$ cat src/sv/rau_pkg.sv
// Package for the rational arithmetic unit: sequencer states, mode and
// status codes, and the request/response structs of the shared divider.
// No dependencies.
`timescale 1ns / 1ps
package rau_pkg;

  localparam logic [2:0] MODE_ADD = 3'd0;
  localparam logic [2:0] MODE_SUB = 3'd1;
  localparam logic [2:0] MODE_MUL = 3'd2;
  localparam logic [2:0] MODE_DIV = 3'd3;
  localparam logic [2:0] MODE_NEG = 3'd4;

  localparam logic [1:0] STATUS_OK       = 2'd0;
  localparam logic [1:0] STATUS_ZERO_DEN = 2'd1;
  localparam logic [1:0] STATUS_INDET    = 2'd2;

  localparam logic [63:0] NUM_MAG_MAX = 64'h7FFF_FFFF_FFFF_FFFF;
  localparam logic [63:0] DEN_MAX     = 64'h3FFF_FFFF_FFFF_FFFF;

  typedef enum logic [2:0] {
    ST_IDLE,
    ST_MUL,
    ST_COMB,
    ST_GCD,
    ST_MOD,
    ST_DIVN,
    ST_DIVD,
    ST_OUT
  } rau_state_t;

  typedef struct packed {
    logic        start;
    logic [63:0] dividend;
    logic [63:0] divisor;
  } rau_div_req_t;

  typedef struct packed {
    logic        done;
    logic [63:0] quotient;
    logic [63:0] remainder;
  } rau_div_rsp_t;

endpackage

$ cat src/sv/rau_divider.sv
// Restoring 64-bit unsigned divider, one quotient bit per cycle.
// Depends on rau_pkg for the request and response structs.
`timescale 1ns / 1ps
module rau_divider (
  input  logic                  clk,
  input  logic                  rst_n,
  input  rau_pkg::rau_div_req_t req,
  output rau_pkg::rau_div_rsp_t rsp
);
  import rau_pkg::*;

  logic        busy_r, busy_nxt;
  logic        done_r, done_nxt;
  logic [5:0]  cnt_r, cnt_nxt;
  logic [63:0] rem_r, rem_nxt;
  logic [63:0] quo_r, quo_nxt;
  logic [63:0] dsr_r, dsr_nxt;
  logic [64:0] shifted;
  logic        ge;

  assign shifted = {rem_r, quo_r[63]};
  assign ge      = (shifted >= {1'b0, dsr_r});

  always_comb begin
    busy_nxt = busy_r;
    done_nxt = 1'b0;
    cnt_nxt  = cnt_r;
    rem_nxt  = rem_r;
    quo_nxt  = quo_r;
    dsr_nxt  = dsr_r;
    if (req.start) begin
      busy_nxt = 1'b1;
      cnt_nxt  = '0;
      rem_nxt  = '0;
      quo_nxt  = req.dividend;
      dsr_nxt  = req.divisor;
    end else if (busy_r) begin
      // The partial remainder stays below the divisor, so 64 bits hold it.
      rem_nxt = ge ? 64'(shifted - {1'b0, dsr_r}) : shifted[63:0];
      quo_nxt = {quo_r[62:0], ge};
      cnt_nxt = cnt_r + 6'd1;
      if (cnt_r == 6'd63) begin
        busy_nxt = 1'b0;
        done_nxt = 1'b1;
      end
    end
  end

  always_ff @(posedge clk) begin
    if (!rst_n) begin
      busy_r <= 1'b0;
      done_r <= 1'b0;
      cnt_r  <= '0;
    end else begin
      busy_r <= busy_nxt;
      done_r <= done_nxt;
      cnt_r  <= cnt_nxt;
    end
    rem_r <= rem_nxt;
    quo_r <= quo_nxt;
    dsr_r <= dsr_nxt;
  end

  assign rsp.done      = done_r;
  assign rsp.quotient  = quo_r;
  assign rsp.remainder = rem_r;

endmodule

$ cat config.mk
export PLATFORM = sky130hd
export DESIGN_NAME = rau_divider
export DESIGN_NICKNAME = d
export VERILOG_FILES = /design/src/sv/rau_pkg.sv /design/src/sv/rau_divider.sv
export SDC_FILE = /design/constraint.sdc
export NUM_CORES = 1
export LEC_CHECK = 0
export ABC_AREA = 0
export CORE_ASPECT_RATIO = 0.9
export CORE_MARGIN = 2
export CORE_UTILIZATION = 25
export CTS_BUF_LIST = sky130_fd_sc_hd__clkbuf_8
export CTS_CLUSTER_DIAMETER = 50
export CTS_CLUSTER_SIZE = 40
export DETAILED_ROUTE_END_ITERATION = 7
export DONT_BUFFER_PORTS = 1
export PLACE_DENSITY_LB_ADDON = 0.05
export SETUP_SLACK_MARGIN = 0.2
export SLEW_MARGIN = 15
export SYNTH_ARGS = -nofsm -noshare
export SYNTH_HDL_FRONTEND = slang
export SYNTH_SLANG_ARGS = --single-unit
$ cat constraint.sdc
create_clock -name clk -period 9.45 [get_ports clk]
set_clock_uncertainty 0.2 [all_clocks]
set_input_delay 0.945 -clock clk [delete_from_list [all_inputs] [get_ports clk]]
set_output_delay 0.945 -clock clk [all_outputs]
set_load 0.02 [all_outputs]
**Yosys cells after proc, flatten, opt, wreduce, memory -nomap -nowiden**

Index checks and enable logic that the tools add are counted.

- Bits in registers: 200
- Input port bits: 131
- Output and inout port bits: 129
- Logic and storage cells: 22

- Add/sub/neg operators: 2
- $lt $le $gt $ge: 1
- Equality and inequality tests: 1
- Mux-type cells: 7
- Bitwise logic cells: 2
- Reductions and logical operators: 3

Operators with widths:

| cell | number |
|---|---|
| two-way mux 64 bit | 3 |
| >= comparator 65 x 64 -> 1 bit | 1 |
| subtractor 64 bit | 1 |
| adder 6 x 1 -> 6 bit (second input constant) | 1 |
| == test 6 bit (second input constant) | 1 |
| two-way mux 1 bit | 4 |
| OR reduction 3 bit | 1 |
| inverter 1 bit | 2 |
| nonzero test 2 bit | 1 |
| OR reduction 2 bit | 1 |

**Logic depth before layout (Yosys ltp)**

- Depth after elaboration: 4
- Depth in mapped cells: 15
- Depth with buffers taken out: 13

**Worst setup path before layout**

OpenSTA, ideal clock, no wires.

- Path type: in2reg
- From: input port req[128] (netlist bit)
- To: register quo_r[0], enable pin
- Setup time: 0.418 ns
- Data arrival time: 3.030 ns
- Data required time: 8.832 ns
- Path slack: 5.802 ns
- Cell stages on the path: 5
- Buffers on the path: 3
- Cell sequence: clkbuf_1 > clkbuf_1 > clkbuf_1 > nor2_1 > inv_1

- Word-level cells in the longest chain between the ends: 1

Ends and longest elaborated chain:

| item | RTL line | RTL |
|---|---|---|
| start: declaration | rau_divider.sv:7 | `input rau_pkg::rau_div_req_t req,` |
| nonzero test 2 bit (no line) | n/a |  |
| end signal: assignment | rau_divider.sv:60 | `quo_r <= quo_nxt;` |
| end: declaration | rau_divider.sv:16 | `logic [63:0] quo_r, quo_nxt;` |

Every way passes these cells.
A chain may end at the register's enable or synchronous reset.

**Worst setup path in the final report**

- From: register rem_r[2]
- To: register rem_r[62]

- Word-level cells in the longest chain between the ends: 2
- Elaborated cells between the ends (all ways): 3

Ends and longest elaborated chain:

| item | RTL line | RTL |
|---|---|---|
| start: declaration | rau_divider.sv:15 | `logic [63:0] rem_r, rem_nxt;` |
| start signal: assignment | rau_divider.sv:59 | `rem_r <= rem_nxt;` |
| subtractor 64 bit or >= comparator 65 x 64 -> 1 bit (tied branches) | rau_divider.sv:39, rau_divider.sv:22 |  |
| two-way mux 64 bit (*) | rau_divider.sv:39 | `rem_nxt = ge ? 64'(shifted - {1'b0, dsr_r}) : shifted[63:0];` |

Every way passes the cells marked *; elsewhere a longest branch is shown, timed or not.

==> out/metrics.cfg <==
[synth]
ys_warn_count = 0
yosysSeqAreaShare_pct = 44.1
synth_area_mm2 = 0.0120
async_flop_share_pct = 0
postSynthAreaPerCell_um2 = 9.54
ys.flop_type = edfxtp_1
synth_edf_count = 128
synth_cells = 1256
synth_cell_types = 72
synth_fp_nets = 1453
ys_seq_elements = 200

[sta]
period_needed_ns = 4.36
hold_viol_final = 0
slew_headroom_pct = 42.5
final-max-slew-violation-count = 0
fmax_ghz = 0.229
tightest_slew_ns = 0.863
setup_viol = 0
min_period_over_period_pct = 46.2
setup_tns_ns = 0
rsz0062_at_grt = false

[critical_path]
reg2reg_depth = 11
critical_path_class = flip-flop to flip-flop
crit_required_ns = 9.74
crit_slowest_cell = o21ai_4
r2r-start = rem_r[2]$_SDFFE_PP0P_
end_kind = flip-flop
cp_num_buf_inv = 1
crit_path_cell_trace = ha_1 -> and3_1 -> o21ai_1 -> a21oi_1 -> o21ai_2 -> a2111oi_4 -> nor2_4 -> o21ai_4 -> buf_4 -> a311oi_1 -> a32o_1
r2r_setup_slack_ns = 5.09
crit_family = compound AO/OA/AOI/OAI gates
cp-start-kind = flip-flop
critPathMaxStageDelay_ns = 0.67
worstPathArrival_ns = 4.65
reg2reg_to = rem_r[62]$_SDFFE_PP0P_
cp_max_fo = 46

[grt]
antenna_found_initial = 2
grt_max_degree = 196
grt_pass1_wl_mm = 60.6
grt-ovfl-total = 0
grtUsageTotal_pct = 16.1
grt_pass1_vias = 9486

[drt]
drtIter0Drc = 560
wl_per_cell_um = 21.6
drtAntennaViolNets = 0
via_per_inst = 4.95
firstDrtPassIters = 4
num_vias = 9185
routed_wl_mm = 40.0
drt_drc_violations_left = 0

[worst_hold_path]
min_from = req[54]
hp-class = primary input to flip-flop
min_to = dsr_r[54]$_DFFE_PP_
min_delay_path_depth = 0

[run]
maxCapViolCount = 0

[cts]
post_cts_buffers = 0
cts_resized = 0
path_clk_slew_ns = 0.14
htree_levels = 4
clkSinkCount = 200
tritoncts = built
ctsHoldBuffers = 0
cts_buffers = 17
clock_latency_ns = 0.59
clockBufferDepth = 2
root_buffer = clkbuf_8

[finish]
layout.cells.non_filler = 1854
antennaDiodeCount = 0
synthToLayoutAreaGrowth_pct = 8.33
final_common_cell = nand2_1
finalCoreUtilization_pct = 27.3
drive_gt1_share_pct = 10.3
layout_common_cells = 154 x nand2_1, 128 x edfxtp_1, 111 x nor2_1, 89 x a21oi_1, 87 x inv_1
finalNetCount = 1414

[status]
status = finished, final reports clean

[floorplanning]
die_w_um = 235
die_area_mm2 = 0.0497
initial_utilization_pct = 25.2
dieHeight_um = 212
core_region_area_mm2 = 0.0475
ios = 260
rows = 76

[pwr]
power_density_mw_per_mm2 = 185
vdd_ir_drop_max_uv = 104
p_leak_nw = 4.89

[place]
portBuffers = 0
place_inst = 1822
place.gp.congestion = 0.795
place_hpwl_mm = 29.6

[logic make-up after synthesis]
| group | synth area share [%] |
|---|---|
| flip-flops | 44.1 |
| multiplexers | 6.54 |
| AND/OR/NAND/NOR | 14.7 |
| AO/OA/AOI/OAI | 19.0 |
| adder cells (fa/ha/maj) | 6.96 |
| buffers and inverters | 5.08 |
| XOR/XNOR | 3.58 |
[metal layers]
layer | share of wire (%) | vias to the layer above | global-route usage [%]
li1 | - | 4506 | -
met1 | 47 | 4454 | 21.6
met2 | 45 | 191 | 24.8
met3 | 6.3 | 30 | 5.44
met4 | 1.1 | 4 | 4.19
met5 | 0.068 | - | 0
[layout make-up]
cell class	instances	area [um2]
fillers	5133	34600
multi-input cells	906	6100
flip-flops and latches	200	5290
well taps	624	781
inverters	88	330
clock buffers	17	234
clock inverters	15	211
repair buffers	4	30.0
[worst register-to-register path: cells and delay by family, from the launching register on]
family,cells,cell delay [ns]
AO/OA/AOI/OAI,7,2.27
AND/OR/NAND/NOR,2,0.33
buffers and inverters,1,0.61
adder cells (fa/ha/maj),1,0.42
flip-flops,1,0.44
[sequential cells by signal, indices dropped and copies added (netlist names)]
name    flops
rem_r      64
cnt_r       6
quo_r      64
busy_r      1
dsr_r      64
done_r      1
[Yosys cell counts, drive strengths merged, types with 8 or more instances]
master / count / area [um2]
o21ai: 59 / 307
a311oi: 46 / 403
inv: 88 / 330
dfxtp: 72 / 1440
or3: 13 / 81.3
xnor2: 32 / 280
clkbuf: 44 / 166
nand2b: 9 / 56.3
and3: 8 / 50.1
o21bai: 20 / 150
ha: 65 / 813
nand3: 19 / 100
edfxtp: 128 / 3840
mux2: 66 / 743
a211oi: 18 / 135
nand4: 19 / 119
xor2: 17 / 149
buf: 18 / 111
nor2: 113 / 434
nand2: 154 / 578
a21oi: 91 / 463
nor3: 14 / 70.1
o211ai: 10 / 75.1
a21o: 31 / 233
o21a: 12 / 90.1
a31oi: 8 / 50.1
[how the worst max path moves through the flow]
stage / cells past startpoint / to / start / slack (ns)
CTS: 11 / rem_r[62]$_SDFFE_PP0P_ / rem_r[2]$_SDFFE_PP0P_ / 5.03
detailed placement: 11 / rem_r[62]$_SDFFE_PP0P_ / rem_r[2]$_SDFFE_PP0P_ / 5.06
global route: 12 / rem_r[61]$_SDFFE_PP0P_ / rem_r[2]$_SDFFE_PP0P_ / 4.73
floorplan: 5 / quo_r[0]$_DFFE_PP_ / req[128] / 5.80
finish: 11 / rem_r[62]$_SDFFE_PP0P_ / rem_r[2]$_SDFFE_PP0P_ / 5.09
global placement: 11 / rem_r[62]$_SDFFE_PP0P_ / rem_r[34]$_SDFFE_PP0P_ / 5.13
[report_power, final]
| part | total (mW) | internal, mW | switching [mW] |
|---|---|---|---|
| logic | 0.609 | 0.229 | 0.380 |
| clock network | 0.623 | 0.212 | 0.411 |
| registers | 1.17 | 1.02 | 0.147 |
| total | 2.40 | 1.46 | 0.938 |
[through the flow]
| step | setup slack [ns] | total power, mW | area [um2] | hold WS (ns) |
|---|---|---|---|---|
| 2_1_floorplan | 5.80 | 1.63 | 12000 | 0.245 |
| 3_3_place_gp | 5.13 | 1.81 | 12500 | 0.278 |
| 3_5_place_dp | 5.06 | 1.81 | 12500 | 0.293 |
| 4_1_cts | 5.03 | 2.46 | 13000 | 0.147 |
| 5_1_grt | 4.73 | 2.56 | 13000 | 0.171 |
| 6_report | 5.09 | 2.40 | 13000 | 0.241 |
No activity file was read; power rests on OpenSTA's default activity.
